===== config.mk =====
export PLATFORM = sky130hd
export DESIGN_NAME = tcs_queue
export DESIGN_NICKNAME = d
export VERILOG_FILES = /design/src/rtl/core/tcs_pkg.sv /design/src/rtl/core/tcs_queue.sv
export SDC_FILE = /design/constraint.sdc
export NUM_CORES = 1
export LEC_CHECK = 0
export ABC_AREA = 1
export BUFFER_PORTS_ARGS = -buffer_cell sky130_fd_sc_hd__buf_2
export CORE_ASPECT_RATIO = 0.75
export CORE_UTILIZATION = 51
export DETAILED_ROUTE_END_ITERATION = 8
export MAX_ROUTING_LAYER = met4
export PLACE_DENSITY = 0.89
export SKIP_CTS_REPAIR_TIMING = 1
export SLEW_MARGIN = 10
export SYNTH_ARGS = -nofsm -noshare
export SYNTH_HDL_FRONTEND = slang
export SYNTH_SLANG_ARGS = --single-unit

===== constraint.sdc =====
create_clock -name clk_i -period 2.65 [get_ports clk_i]
set_clock_uncertainty 0.05 [all_clocks]
set_input_delay 0.3975 -clock clk_i [delete_from_list [all_inputs] [get_ports clk_i]]
set_output_delay 0.3975 -clock clk_i [all_outputs]
set_load 0.1 [all_outputs]

===== src/rtl/core/tcs_pkg.sv =====
// shared types, codes and constants of the text console scrollback engine
package tcs_pkg;

  // default geometry
  localparam int COLUMNS_DEF      = 80;
  localparam int SCREEN_ROWS_DEF  = 25;
  localparam int HISTORY_ROWS_DEF = 512;

  // depth of the command queue between front and back
  localparam int QUEUE_DEPTH = 2;

  // field widths
  localparam int OPCODE_W = 3;
  localparam int CHAR_W   = 8;
  localparam int ATTR_W   = 8;
  localparam int SROW_W   = 5;
  localparam int SCOL_W   = 7;
  localparam int CROW_W   = 9;
  localparam int CCOL_W   = 7;
  localparam int VIEW_W   = 9;
  localparam int LINES_W  = 9;

  // character and attribute constants
  localparam logic [CHAR_W-1:0] BLANK_CHAR   = 8'h20;
  localparam logic [CHAR_W-1:0] NEWLINE_CHAR = 8'h0a;
  localparam logic [ATTR_W-1:0] RESET_ATTR   = 8'h0f;

  // opcodes on the input channel
  localparam logic [OPCODE_W-1:0] OP_WRITE_CHAR  = 3'd0;
  localparam logic [OPCODE_W-1:0] OP_BACKSPACE   = 3'd1;
  localparam logic [OPCODE_W-1:0] OP_SCROLL_UP   = 3'd2;
  localparam logic [OPCODE_W-1:0] OP_SCROLL_DOWN = 3'd3;
  localparam logic [OPCODE_W-1:0] OP_CLEAR       = 3'd4;
  localparam logic [OPCODE_W-1:0] OP_READ_CELL   = 3'd5;

  // classified command kinds
  typedef enum logic [2:0] {
    CMD_CHAR,
    CMD_NEWLINE,
    CMD_BACKSPACE,
    CMD_SCROLL_UP,
    CMD_SCROLL_DOWN,
    CMD_CLEAR,
    CMD_READ,
    CMD_NOP
  } tcs_cmd_e;

  // one classified command in the queue
  typedef struct packed {
    tcs_cmd_e            kind;
    logic [CHAR_W-1:0]   ch;
    logic [SROW_W-1:0]   row;
    logic [SCOL_W-1:0]   col;
    logic                rd_in_range;
  } tcs_cmd_t;

  // back end status seen by the front end
  typedef struct packed {
    logic sweeping;
    logic idle;
  } tcs_status_t;

endpackage


===== src/rtl/core/tcs_queue.sv =====
// small command queue between front and back end
module tcs_queue #(
  parameter int  DEPTH = tcs_pkg::QUEUE_DEPTH,
  parameter type T     = tcs_pkg::tcs_cmd_t
) (
  input  logic clk_i,
  input  logic rst_ni,
  input  logic push_i,
  input  T     data_i,
  input  logic pop_i,
  output T     data_o,
  output logic full_o,
  output logic empty_o
);

  localparam int PTR_W = (DEPTH > 1) ? $clog2(DEPTH) : 1;
  localparam int CNT_W = $clog2(DEPTH + 1);

  T                 slots_q [DEPTH];
  logic [PTR_W-1:0] wr_ptr_q, rd_ptr_q;
  logic [CNT_W-1:0] count_q;
  logic             do_push, do_pop;

  assign full_o  = (count_q == CNT_W'(DEPTH));
  assign empty_o = (count_q == '0);
  assign do_push = push_i && !full_o;
  assign do_pop  = pop_i && !empty_o;
  assign data_o  = slots_q[rd_ptr_q];

  // pointers and fill count
  always_ff @(posedge clk_i or negedge rst_ni) begin
    if (!rst_ni) begin
      wr_ptr_q <= '0;
      rd_ptr_q <= '0;
      count_q  <= '0;
    end else begin
      if (do_push) begin
        wr_ptr_q <= (wr_ptr_q == PTR_W'(DEPTH - 1)) ? '0 : wr_ptr_q + 1'b1;
      end
      if (do_pop) begin
        rd_ptr_q <= (rd_ptr_q == PTR_W'(DEPTH - 1)) ? '0 : rd_ptr_q + 1'b1;
      end
      if (do_push && !do_pop) begin
        count_q <= count_q + 1'b1;
      end else if (do_pop && !do_push) begin
        count_q <= count_q - 1'b1;
      end
    end
  end

  // slot storage
  always_ff @(posedge clk_i) begin
    if (do_push) begin
      slots_q[wr_ptr_q] <= data_i;
    end
  end

endmodule


==> impl_metrics.tcl <==
set metrics [dict create \
    finalHoldViolations 0 \
    cpMostUsedCell "nand2_1" \
    clk_latency_ns 0.29 \
    drtAntennaViolNets 0 \
    reg2regPathDepth 6 \
    worst_setup_path_end_kind "output port" \
    timing.fmax_ghz 0.449 \
    worstSetupPathType "reg2out" \
    status "complete, no violations" \
    critPathSlowestCell "dfrtp_1" \
    rsz0062_at_grt "no" \
    tritoncts "done" \
    timing.slew.headroom_pct 67.0 \
    die-area_um2 4150 \
    crit_required_ns 2.20 \
    drive_gt1_share_pct 31.3 \
    final_cell_mix "nand2_1, buf_2, edfxtp_1" \
    whs_ns 0.235 \
    cts_max_path_buffers 2 \
    cts-root-buf "clkbuf_8" \
    dp_slack_ns 0.723 \
    overflow 0 \
    r2r_setup_slack_ns 1.16 \
    fillers 274 \
    hold_depth 1 \
    h-tree-depth 2 \
    fin_crit_sh_pct 84.0 \
    wl_per_cell_um 12.0 \
    tightest_slew_ns 0.498 \
    mappedNetlistNets 186 \
    crit_buf_inv 2 \
    synth_seq_cells 52 \
    die_w_um 74.1 \
    nets 245 \
    syn2layout_area_growth_pct 22.0 \
    finalWirelength_um 3230 \
    synth-seq-area-share_pct 77.6 \
    port_buffers 53 \
    layout_setup_ws_ns 0.423 \
    drv_cap 0 \
    ys_warn_count 0 \
    final_common_cell "nand2_1" \
    syn_area_um2 1990 \
    via_count 1244 \
    ys_types 16 \
    cts_sinks 52 \
    critPathMaxStageDelay_ns 0.50 \
    io_pins 54 \
    dp_cells 260 \
    path_cells "inv_2 -> nand2_1 -> nand2_1 -> buf_2" \
    cp_data_arrival_time_ns 1.78 \
    rows 19 \
    seq_area_um2 1540 \
    cts_buffers 5 \
    synth_cells 157 \
    final.setup.tns_ns 0 \
    grt_usage_pct 17.5 \
    final_max_slew_viol_count 0 \
    crit_family "buffers and inverters" \
    synth_area_per_cell_um2 12.6 \
    avgViaCountPerCell 4.62 \
    cp_max_fo 25 \
    grt_pass1_wl_um 4970 \
    antenna_cells 0 \
    gp_congestion 0.817 \
    start_util_pct 53.9 \
    grt_max_degree 26 \
    multi_input_area_um2 377 \
    first_pass_iters 4 \
    drcViolationCount 0 \
    fin_cells 269 \
    dieHeight_um 56.0 \
    synth_top_area_cell "edfxtp_1" \
    cp-start-kind "register" \
    hpwl_um 2140 \
    grt_pass1_vias 1141 \
    clk_pin_slew_ns 0.08 \
    antenna_found_initial 0 \
    fin_crit_ns 2.23 \
    path_depth 4 \
    core_um2 3680 \
    drtIter0Drc 49 \
    setup_viol 0 \
    min-delay-path-class "in2reg" \
    synth_area_leaders "edfxtp_1, nand2_1, dfrtp_1" \
    yosysTopAreaCellShare_pct 72.6 \
]
## area by class of cell
cell class | instances | share of cell area (%)
Timing Repair Buffer | 57 | 12.3
Sequential cell | 52 | 63.6
Inverter | 8 | 1.24
Clock inverter | 3 | 1.76
Clock buffer | 5 | 2.84
Tap cell | 52 | 2.69
Multi-Input combinational cell | 92 | 15.5
## state kept, by name (all words and copies together) (netlist names)
| signal | flops |
|---|---|
| count_q | 2 |
| slots_q | 48 |
| wr_ptr_q | 1 |
| rd_ptr_q | 1 |
## stage by stage
step | util [%] | area, µm²
after global placement | 62.4 | 2300
after detailed placement | 62.4 | 2300
after floorplan | - | 1990
after CTS | 65.5 | 2410
after global routing | 65.7 | 2420
final | 65.7 | 2420
## synthesized netlist by cell type
cell type,instances
nand4_1,1
ha_1,1
buf_2,2
nor2_1,2
buf_4,1
edfxtp_1,48
inv_1,7
buf_6,2
nor2_2,2
inv_2,1
nand3_1,1
xnor2_1,1
nand2_1,81
nand3b_1,1
dfrtp_1,4
o21ai_0,2
## per-layer routing
metal,global-route usage [%],part of all wire [%]
met4,7.42,1.2
met1,19.6,42
met2,28.8,52
met5,-,0
met3,5.43,5.4
## kinds of logic (layout without fill, tap and decap cells)
group                    count (synthesis)  count (layout)  share of synthesized area, %
AO/OA/AOI/OAI                            2               2                         0.504
XOR/XNOR                                 1               1                         0.441
adder cells (fa/ha/maj)                  1               1                         0.630
buffers and inverters                   13              73                          3.53
flip-flops                              52              52                          77.6
AND/OR/NAND/NOR                         88              88                          17.3
## worst paths after layout
path / start / end
worst max-delay path: rd_ptr_q / data_o[5]
worst min-delay path: data_i[8] / slots_q[0][8]
worst max register to register: count_q[1] / slots_q[0][3]
worst min register to register: wr_ptr_q / wr_ptr_q
max in group asynchronous: rst_ni / count_q[0]
min in group asynchronous: rst_ni / wr_ptr_q
Power is not shown: default switching activity piles up to over one toggle a cycle in this logic, so the estimate is an artifact.
