--- src/rtl/core/tcs_pkg.sv ---
// shared types, codes and constants of the text console scrollback engine
package tcs_pkg;

  // default geometry
  localparam int COLUMNS_DEF      = 80;
  localparam int SCREEN_ROWS_DEF  = 25;
  localparam int HISTORY_ROWS_DEF = 512;

  // depth of the command queue between front and back
  localparam int QUEUE_DEPTH = 2;

  // field widths
  localparam int OPCODE_W = 3;
  localparam int CHAR_W   = 8;
  localparam int ATTR_W   = 8;
  localparam int SROW_W   = 5;
  localparam int SCOL_W   = 7;
  localparam int CROW_W   = 9;
  localparam int CCOL_W   = 7;
  localparam int VIEW_W   = 9;
  localparam int LINES_W  = 9;

  // character and attribute constants
  localparam logic [CHAR_W-1:0] BLANK_CHAR   = 8'h20;
  localparam logic [CHAR_W-1:0] NEWLINE_CHAR = 8'h0a;
  localparam logic [ATTR_W-1:0] RESET_ATTR   = 8'h0f;

  // opcodes on the input channel
  localparam logic [OPCODE_W-1:0] OP_WRITE_CHAR  = 3'd0;
  localparam logic [OPCODE_W-1:0] OP_BACKSPACE   = 3'd1;
  localparam logic [OPCODE_W-1:0] OP_SCROLL_UP   = 3'd2;
  localparam logic [OPCODE_W-1:0] OP_SCROLL_DOWN = 3'd3;
  localparam logic [OPCODE_W-1:0] OP_CLEAR       = 3'd4;
  localparam logic [OPCODE_W-1:0] OP_READ_CELL   = 3'd5;

  // classified command kinds
  typedef enum logic [2:0] {
    CMD_CHAR,
    CMD_NEWLINE,
    CMD_BACKSPACE,
    CMD_SCROLL_UP,
    CMD_SCROLL_DOWN,
    CMD_CLEAR,
    CMD_READ,
    CMD_NOP
  } tcs_cmd_e;

  // one classified command in the queue
  typedef struct packed {
    tcs_cmd_e            kind;
    logic [CHAR_W-1:0]   ch;
    logic [SROW_W-1:0]   row;
    logic [SCOL_W-1:0]   col;
    logic                rd_in_range;
  } tcs_cmd_t;

  // back end status seen by the front end
  typedef struct packed {
    logic sweeping;
    logic idle;
  } tcs_status_t;

endpackage

--- src/rtl/core/tcs_if.sv ---
// valid/ready channel interfaces for commands in and results out
interface tcs_in_if;
  logic                          valid;
  logic                          ready;
  logic [tcs_pkg::OPCODE_W-1:0]  opcode;
  logic [tcs_pkg::CHAR_W-1:0]    char_code;
  logic [tcs_pkg::SROW_W-1:0]    screen_row;
  logic [tcs_pkg::SCOL_W-1:0]    screen_col;

  modport source (output valid, opcode, char_code, screen_row, screen_col, input ready);
  modport sink   (input valid, opcode, char_code, screen_row, screen_col, output ready);
endinterface


--- src/rtl/core/tcs_front.sv ---
// front end: accepts input transactions and classifies them into commands
module tcs_front #(
  parameter int COLUMNS     = tcs_pkg::COLUMNS_DEF,
  parameter int SCREEN_ROWS = tcs_pkg::SCREEN_ROWS_DEF
) (
  tcs_in_if.sink               in_i,
  input  logic                 q_full_i,
  input  tcs_pkg::tcs_status_t status_i,
  output logic                 push_o,
  output tcs_pkg::tcs_cmd_t    cmd_o
);
  import tcs_pkg::*;

  // take a transaction when the queue has room and no sweep runs
  assign in_i.ready = !q_full_i && !status_i.sweeping;
  assign push_o     = in_i.valid && in_i.ready;

  // opcode decode
  always_comb begin
    cmd_o.ch          = in_i.char_code;
    cmd_o.row         = in_i.screen_row;
    cmd_o.col         = in_i.screen_col;
    cmd_o.rd_in_range = (32'(in_i.screen_row) < 32'(SCREEN_ROWS)) &&
                        (32'(in_i.screen_col) < 32'(COLUMNS));
    unique case (in_i.opcode)
      OP_WRITE_CHAR: begin
        cmd_o.kind = (in_i.char_code == NEWLINE_CHAR) ? CMD_NEWLINE : CMD_CHAR;
      end
      OP_BACKSPACE:   cmd_o.kind = CMD_BACKSPACE;
      OP_SCROLL_UP:   cmd_o.kind = CMD_SCROLL_UP;
      OP_SCROLL_DOWN: cmd_o.kind = CMD_SCROLL_DOWN;
      OP_CLEAR:       cmd_o.kind = CMD_CLEAR;
      OP_READ_CELL:   cmd_o.kind = CMD_READ;
      default:        cmd_o.kind = CMD_NOP;
    endcase
  end

endmodule

--- src/flat_wrapper.sv ---
// flat-port wrapper written by rule: the top's interface ports become plain ports
module tcs_front_flat import tcs_pkg::*;
#(
  parameter int COLUMNS     = tcs_pkg::COLUMNS_DEF,
  parameter int SCREEN_ROWS = tcs_pkg::SCREEN_ROWS_DEF
)
  (q_full_i, status_i, push_o, cmd_o, in_i_valid, in_i_opcode, in_i_char_code, in_i_screen_row, in_i_screen_col, in_i_ready);
  tcs_in_if in_i_i ();
  input  logic q_full_i;
  input  tcs_pkg::tcs_status_t status_i;
  output logic push_o;
  output tcs_pkg::tcs_cmd_t cmd_o;
  input wire logic [$bits(in_i_i.valid)-1:0] in_i_valid;
  input wire logic [$bits(in_i_i.opcode)-1:0] in_i_opcode;
  input wire logic [$bits(in_i_i.char_code)-1:0] in_i_char_code;
  input wire logic [$bits(in_i_i.screen_row)-1:0] in_i_screen_row;
  input wire logic [$bits(in_i_i.screen_col)-1:0] in_i_screen_col;
  output wire logic [$bits(in_i_i.ready)-1:0] in_i_ready;
  assign in_i_i.valid = in_i_valid;
  assign in_i_i.opcode = in_i_opcode;
  assign in_i_i.char_code = in_i_char_code;
  assign in_i_i.screen_row = in_i_screen_row;
  assign in_i_i.screen_col = in_i_screen_col;
  assign in_i_ready = in_i_i.ready;
  tcs_front #(.COLUMNS(COLUMNS), .SCREEN_ROWS(SCREEN_ROWS)) u_core (.in_i(in_i_i), .q_full_i(q_full_i), .status_i(status_i), .push_o(push_o), .cmd_o(cmd_o));
endmodule
--- config.mk ---
export PLATFORM = sky130hd
export DESIGN_NAME = tcs_front_flat
export DESIGN_NICKNAME = d
export VERILOG_FILES = /design/src/rtl/core/tcs_pkg.sv /design/src/rtl/core/tcs_if.sv /design/src/rtl/core/tcs_front.sv /design/src/flat_wrapper.sv
export SDC_FILE = /design/constraint.sdc
export NUM_CORES = 1
export LEC_CHECK = 0
export ABC_AREA = 1
export BUFFER_PORTS_ARGS = -buffer_cell sky130_fd_sc_hd__buf_4
export CORE_AREA = 2 2 39 41
export DETAILED_ROUTE_END_ITERATION = 6
export DIE_AREA = 0 0 41 43
export GPL_TIMING_DRIVEN = 0
export PLACE_DENSITY = 0.69
export SYNTH_ARGS = -nofsm -noshare
export SYNTH_HDL_FRONTEND = slang
export SYNTH_SLANG_ARGS = --single-unit
export TNS_END_PERCENT = 5
--- constraint.sdc ---
create_clock -name vclk -period 0.8
set_clock_uncertainty 0.1 [all_clocks]
set_input_delay 0.08 -clock vclk [all_inputs]
set_output_delay 0.08 -clock vclk [all_outputs]
set_load 0.01 [all_outputs]
==> results of run 1 <==
==> cells by family (layout without fill, tap and decap cells) <==
logic type | count (synthesis) | after routing | synth area share (%)
buffers and inverters | 29 | 77 | 64.2
AO/OA/AOI/OAI | 5 | 5 | 10.5
AND/OR/NAND/NOR | 18 | 18 | 25.3
==> layout make-up <==
type | count | area (µm²)
Buffer | 20 | 150
Fill cell | 139 | 656
Inverter | 9 | 41.3
Multi-Input combinational cell | 23 | 115
Tap cell | 16 | 20.0
Timing Repair Buffer | 48 | 402
==> final timing paths <==
| check | end | cells past startpoint | slack (ns) | start |
|---|---|---|---|---|
| setup / recovery | cmd_o[21] | 7 | 0.009 | in_i_opcode[0] |
| hold / removal | cmd_o[3] | 2 | 0.24 | in_i_screen_col[2] |
==> layer usage <==
layer | routed length, µm | global-route usage [%] | vias up
met5 | 0 | 0 | -
met4 | 0 | 0 | 0
met3 | 208 | 2.09 | 0
met2 | 456 | 19.1 | 35
met1 | 262 | 9.18 | 179
li1 | - | - | 232
==> stage by stage <==
stage | TNS, ns | cells | worst slack (ns) | utilization, %
global placement | -0.0413 | 116 | -0.0413 | 48.2
floorplan | 0 | 52 | 0.203 | -
detailed placement | -0.0420 | 116 | -0.0420 | 48.2
global route | -0.0745 | 116 | -0.0648 | 52.6
CTS | -0.0207 | 116 | -0.0207 | 50.3
finish | 0 | 116 | 0.00856 | 52.6
==> cell usage after synthesis <==
cell type,number,share of area (%)
buf_4,20,52
o21ai_0,2,3.5
o21a_1,1,2.6
nor3b_1,1,2.6
nand3_1,1,1.7
inv_1,7,9.2
a21oi_1,1,1.7
inv_2,2,2.6
nand2_1,9,12
nor2_1,7,9.2
o21bai_1,1,2.6
==> repair_timing <==
item,in CTS,in global routing
gates resized for setup,13,13
endpoints found under the hold margin,0,0
pin swaps,6,6
setup endpoints to repair,1,3
==> report_power, final <==
part / internal, µW / total (µW) / switching [µW]
logic: 258 / 397 / 140
clock network: 0 / 0 / 0
registers: 0 / 0 / 0
==> worst max-delay path: stages <==
cell and delay [ns]:
buf_8 0.10, inv_4 0.05, nand2_2 0.05, nor2_2 0.08, nand3_1 0.08, nand2_1 0.07, buf_6 0.10
==> flow_summary.yaml, run 1 <==
cells_and_area:
  final_cell_mix: "59 x buf_4, 7 x nand2_1, 7 x buf_6, 6 x inv_2, 4 x nor2_1"
  regArea_um2: 0
  area_delta_synth_final_pct: 154
  antenna_cells: 0
  nNetsFinal: 129
  final_area_um2: 728
  drive_gt1_share_pct: 81.0
  layout_commonest_cell: "buf_4"
  nClkBuffers: 0
  nFlopsAndLatches: 0
setup_path:
  endpoint_kind: "primary output"
  cp-start-kind: "primary input"
  required_ns: 0.62
  critPathMaxFanout: 3
  crit_type: "in2out"
  arrival_ns: 0.61
power_and_ir_drop:
  power.leakage_uw: 0.000428
  finalPower_uw: 397
  p_per_area_nw_per_um2: 546
  irDropWorstVdd_v: 0.000238
drt:
  ant_nets: 0
  first_pass_iters: 1
  vias: 446
  wl_per_cell_um: 7.99
  first_iter_violations: 0
  vias_per_cell: 3.84
  wl_um: 927
  post-route-drc-count: 0
global_route:
  grt_max_degree: 5
  grt_pass1_wl_um: 1280
  grt_overflow_total: 0
  grt_pass1_vias: 353
  grt_usage_pct: 9.39
  antenna_found_initial: 0
yosys:
  syn_avg_cell_area_um2: 5.51
  ys_seq_area_share_pct: 0
  syn_area_um2: 287
  synthCells: 52
  yosysUniqueCellTypes: 11
  ys_warn_count: 0
  synth_fp_nets: 79
timing:
  worstMarginPinSlew_ns: 0.158
  max_freq_ghz: 1.26
  finalHoldViolCount: 0
  slew_violations: 0
  slew_headroom_pct: 89.4
  worst_hold_slack_ns: 0.236
  rsz0062_at_grt: "yes"
  final-setup-viol-count: 0
  period_needed_ns: 0.791
  layout_worst_path_cycle_share_pct: 98.9
floorplanning:
  initial_core_util_pct: 20.7
  die-width_um: 41
  num_io_pins: 53
  num_rows: 14
  core_um2: 1380
  dieArea_um2: 1760
  die_y_um: 43
place:
  gp_congestion: 0.669
  dpl_cell_area_um2: 667
  port_buffers: 48
  place_hpwl_um: 804
worst_hold_path:
  hold_path.class: "in2out"
clock_tree:
  postCtsSetupBuffers: 0
  cts_hold_buf: 0
run_status:
  status: "complete, no violations"
job:
  max_cap_viol_count: 0
(Power assumes the default switching activity.)
==> run 2, diff against run 1 <==
--- a/config.mk
+++ b/config.mk
@@ -12,6 +12,7 @@
 export DIE_AREA = 0 0 41 43
 export GPL_TIMING_DRIVEN = 0
 export PLACE_DENSITY = 0.69
+export SETUP_SLACK_MARGIN = 0.4
 export SYNTH_ARGS = -nofsm -noshare
 export SYNTH_HDL_FRONTEND = slang
 export SYNTH_SLANG_ARGS = --single-unit
==> flow_summary.yaml, run 2 (synthesis gave the netlist of run 1 again) <==
drt:
  vias_per_cell: 4.00
  vias: 468
  first_pass_iters: 1
  first_iter_violations: 0
  post-route-drc-count: 0
  wl_um: 1130
  ant_nets: 0
  wl_per_cell_um: 9.67
cells_and_area:
  drive_gt1_share_pct: 92.1
  stdcell_count: 117
  final_area_um2: 1060
  area_delta_synth_final_pct: 269
  nFlopsAndLatches: 0
  final_util_pct: 76.3
  nClkBuffers: 0
  nNetsFinal: 130
  regArea_um2: 0
  final_cell_mix: "53 x buf_6, 8 x buf_8, 7 x buf_4, 4 x nand2_1, 4 x nor2_2"
  layout_commonest_cell: "buf_6"
  antenna_cells: 0
setup_path:
  arrival_ns: 0.62
  crit_type: "in2out"
  timing.critical_path.from: "in_i_char_code[0]"
  cp-start-kind: "primary input"
  required_ns: 0.62
  critPathMaxFanout: 2
  endpoint_kind: "primary output"
timing:
  period_needed_ns: 0.801
  worstMarginPinSlew_ns: 0.122
  setup_tns_ns: -0.000966
  final-setup-viol-count: 1
  max_freq_ghz: 1.25
  setup_slack_ns: -0.000966
  slew_headroom_pct: 91.8
  layout_worst_path_cycle_share_pct: 100
  finalHoldViolCount: 0
  rsz0062_at_grt: "yes"
  slew_violations: 0
global_route:
  grt_pass1_wl_um: 1640
  grt_pass1_vias: 418
  grt_overflow_total: 0
  antenna_found_initial: 0
  grt_usage_pct: 12.7
  grt_max_degree: 5
power_and_ir_drop:
  switchingPower_uw: 194
  irDropWorstVdd_v: 0.000310
  power_frac_seq_pct: 0
  power.leakage_uw: 0.000532
  finalPower_uw: 575
  p_per_area_nw_per_um2: 545
  internal-power_uw: 381
  switching_share_pct: 33.7
  pwr-share-comb_pct: 100.0
  pwr-share-clk_pct: 0
place:
  dp_cells: 116
  place_hpwl_um: 773
  port_buffers: 48
  dpl_cell_area_um2: 714
  gp_congestion: 0.584
floorplanning:
  die_y_um: 43
  initial_core_util_pct: 20.7
  dieArea_um2: 1760
  die-width_um: 41
  num_rows: 14
  num_io_pins: 53
  core_um2: 1380
clock_tree:
  cts_hold_buf: 0
job:
  max_cap_viol_count: 0
run_status:
  status: "finished with violations"
  failed_checks: "negative setup slack"
worst_hold_path:
  hp-start: "in_i_screen_col[2]"
  hold_path.class: "in2out"
-- run 2: changes by cell type in the layout (fill, tap and decap cells not counted), sizes merged --
cell / previous run / this run
buf: 68 / 69
-- run 2: worst paths after layout --
| kind | end | slack (ns) | cells past startpoint |
|---|---|---|---|
| min | cmd_o[3] | 0.21 | 2 |
| max | cmd_o[21] | -0.001 | 7 |
-- run 2: area by class of cell --
cell class,count,area (µm²)
inverters,9,71.3
repair buffers,49,564
plain buffers,20,225
multi-input cells,23,175
fillers,85,328
well taps,16,20.0
-- run 2: power by group through the flow --
stage,Combinational (µW),Clock [µW],Sequential (µW)
2_1_floorplan,172,0,0
3_3_place_gp,389,0,0
3_5_place_dp,393,0,0
4_1_cts,535,0,0
5_1_grt,611,0,0
6_report,575,0,0
-- run 2: worst max-delay path, cell delays in order --
cell and delay, ns:
buf_8 0.11, inv_8 0.04, nand2_4 0.04, nor2_4 0.10, nand3_2 0.08, nand2_2 0.07
buf_6 0.10
-- run 2: stage by stage --
step / hold WS, ns / setup WS, ns
after CTS: 0.210 / -0.00828
after global placement: 0.237 / -0.0566
after floorplan: 0.0930 / 0.232
final: 0.210 / -0.000966
after detailed placement: 0.237 / -0.0612
after global routing: 0.218 / -0.0265
-- run 2: what timing repair did --
action	CTS	global route
pin swaps	13	12
setup buffers	1	0
gates resized for setup	73	20
setup endpoints to repair	26	26
-- run 2: per-layer routing --
metal	up-vias	track usage, %	wire length, µm
li1	234	-	-
met1	199	15.5	342
met2	35	23.1	622
met3	0	2.09	166
met4	0	0	0
met5	-	0	0
==> run 3, diff against run 2 <==
--- a/config.mk
+++ b/config.mk
@@ -5,13 +5,12 @@
 export SDC_FILE = /design/constraint.sdc
 export NUM_CORES = 1
 export LEC_CHECK = 0
-export ABC_AREA = 1
 export BUFFER_PORTS_ARGS = -buffer_cell sky130_fd_sc_hd__buf_4
 export CORE_AREA = 2 2 39 41
 export DETAILED_ROUTE_END_ITERATION = 6
 export DIE_AREA = 0 0 41 43
 export GPL_TIMING_DRIVEN = 0
-export PLACE_DENSITY = 0.69
+export PLACE_DENSITY = 0.65
 export SETUP_SLACK_MARGIN = 0.4
 export SYNTH_ARGS = -nofsm -noshare
 export SYNTH_HDL_FRONTEND = slang
==> constraint.sdc (replaced) <==
create_clock -name vclk -period 0.9
set_clock_uncertainty 0.1 [all_clocks]
set_input_delay 0.09 -clock vclk [all_inputs]
set_output_delay 0.09 -clock vclk [all_outputs]
set_load 0.01 [all_outputs]
==> flow_summary.yaml, run 3 <==
timing:
  max_freq_ghz: 1.00
  layout_worst_path_cycle_share_pct: 111
  slew_violations: 0
  slew_headroom_pct: 84.9
  final-setup-viol-count: 2
  worstMarginPinSlew_ns: 0.226
  period_needed_ns: 0.998
  rsz0062_at_grt: "yes"
  finalHoldViolCount: 0
  setup_slack_ns: -0.0980
setup_path:
  required_ns: 0.71
  endpoint_kind: "primary output"
  cp-start-kind: "primary input"
  arrival_ns: 0.81
  critPathMaxFanout: 2
  crit_type: "in2out"
drt:
  route.met2.wl_um: 781
  first_iter_violations: 1
  ant_nets: 0
  top_layer: "met3"
  vias_per_cell: 4.22
  wl_um: 1120
  wl_per_cell_um: 11.2
  vias: 422
  met3_wirelength_um: 106
  first_pass_iters: 2
  post-route-drc-count: 0
  met1Wirelength_um: 234
yosys:
  synth_top_family_by_area: "buffers and inverters"
  syn_area_um2: 243
  muxShareOfSynthArea_pct: 0
  ys_warn_count: 0
  synthXorXnorAreaFrac_pct: 0
  yosysUniqueCellTypes: 11
  synthAdderAreaFrac_pct: 0
  synthSimpleGateAreaFrac_pct: 26.3
  synth_compound_area_share_pct: 11.9
  synth_commonest_cells: "20 x buf_4, 5 x nor2_1, 2 x and2_1"
  synth_top_area_share_pct: 61.9
  syn_avg_cell_area_um2: 6.94
  ys_seq_area_share_pct: 0
  synthMostInstantiatedCell: "buf_4"
  synth_fp_nets: 62
  synthCells: 35
  yosysTopAreaCell: "buf_4"
  synth.area.top_cells: "buf_4 62%, nor2_1 7.7%, and2_1 5.2%"
place:
  gp_congestion: 0.622
  dpl_cell_area_um2: 623
  port_buffers: 48
  dp_cells: 99
  place_hpwl_um: 722
cells_and_area:
  antenna_cells: 0
  final_cell_mix: "53 x buf_6, 9 x buf_8, 7 x buf_4, 3 x nor2_1"
  regArea_um2: 0
  final_area_um2: 961
  nNetsFinal: 113
  area_delta_synth_final_pct: 296
  stdcell_count: 100
  nFlopsAndLatches: 0
  layout_commonest_cell: "buf_6"
  nClkBuffers: 0
  drive_gt1_share_pct: 92.9
power_and_ir_drop:
  p_per_area_nw_per_um2: 487
  irDropWorstVdd_v: 0.000215
  finalPower_uw: 468
  power.leakage_uw: 0.000476
global_route:
  grt_overflow_total: 0
  antenna_found_initial: 0
  grt_pass1_vias: 455
  grt_usage_pct: 13.6
  grt_max_degree: 5
  grt_pass1_wl_um: 1770
floorplanning:
  dieArea_um2: 1760
  die_y_um: 43
  die-width_um: 41
  initial_core_util_pct: 17.5
  num_rows: 14
  num_io_pins: 53
  core_um2: 1380
clock_tree:
  cts_hold_buf: 0
job:
  max_cap_viol_count: 0
run_status:
  status: "finished with violations"
  failed_checks: "negative setup slack"
worst_hold_path:
  hold_path.class: "in2out"
==> run 3: cell types whose count changed in the layout (fill, tap and decap cells not counted), sizes merged, moves of 2 or more <==
cell | before | now
inv | 9 | 0
nor2 | 7 | 5
nand2 | 9 | 1
and2 | 0 | 2
==> run 3: area by class of cell <==
| cell class | instances | area (µm²) |
|---|---|---|
| timing repair buffer | 49 | 563 |
| fill | 115 | 423 |
| buffer | 20 | 221 |
| multi-input combinational | 15 | 156 |
| tap | 16 | 20.0 |
==> run 3: per-layer routing <==
| layer | track usage [%] | up-vias |
|---|---|---|
| li1 | - | 196 |
| met1 | 13.9 | 199 |
| met2 | 28.1 | 27 |
| met3 | 1.05 | 0 |
| met4 | 0 | 0 |
| met5 | 0 | - |
==> run 3: path summary, 6_finish.rpt <==
path                from  cells past startpoint        end  slack [ns]
min   in_i_screen_col[2]                      2   cmd_o[3]        0.23
max    in_i_char_code[6]                      5  cmd_o[21]        -0.1
==> run 3: critical path, stage by stage <==
cell and delay (ns):
buf_8 0.10, nor4_4 0.28, a211oi_2 0.10, nor2_1 0.10, buf_4 0.13
==> run 3: stage by stage <==
step | utilization [%] | setup TNS [ns] | setup slack [ns] | hold slack, ns
2_1_floorplan | - | 0 | 0.104 | 0.127
3_3_place_gp | 45.0 | -0.182 | -0.115 | 0.257
3_5_place_dp | 45.0 | -0.181 | -0.0948 | 0.257
4_1_cts | 62.0 | -0.126 | -0.102 | 0.247
5_1_grt | 69.4 | -0.212 | -0.144 | 0.235
6_report | 69.4 | -0.122 | -0.0980 | 0.230
==> run 3: repair_timing <==
action                                  CTS  global route
pin swaps                                 9             8
resized for setup                        63            21
endpoints found under the setup margin   26            26
hold endpoints to repair                  0             0
setup buffers                             0             1
==> run 3: cells by family after synthesis <==
| group | Yosys count |
|---|---|
| buf+inv | 20 |
| simple gates | 11 |
| compound gates | 4 |
==> run 3: where the power goes <==
| group | switching [µW] | internal (µW) |
|---|---|---|
| clock | 0 | 0 |
| combinational | 142 | 325 |
| sequential | 0 | 0 |
| total | 142 | 325 |
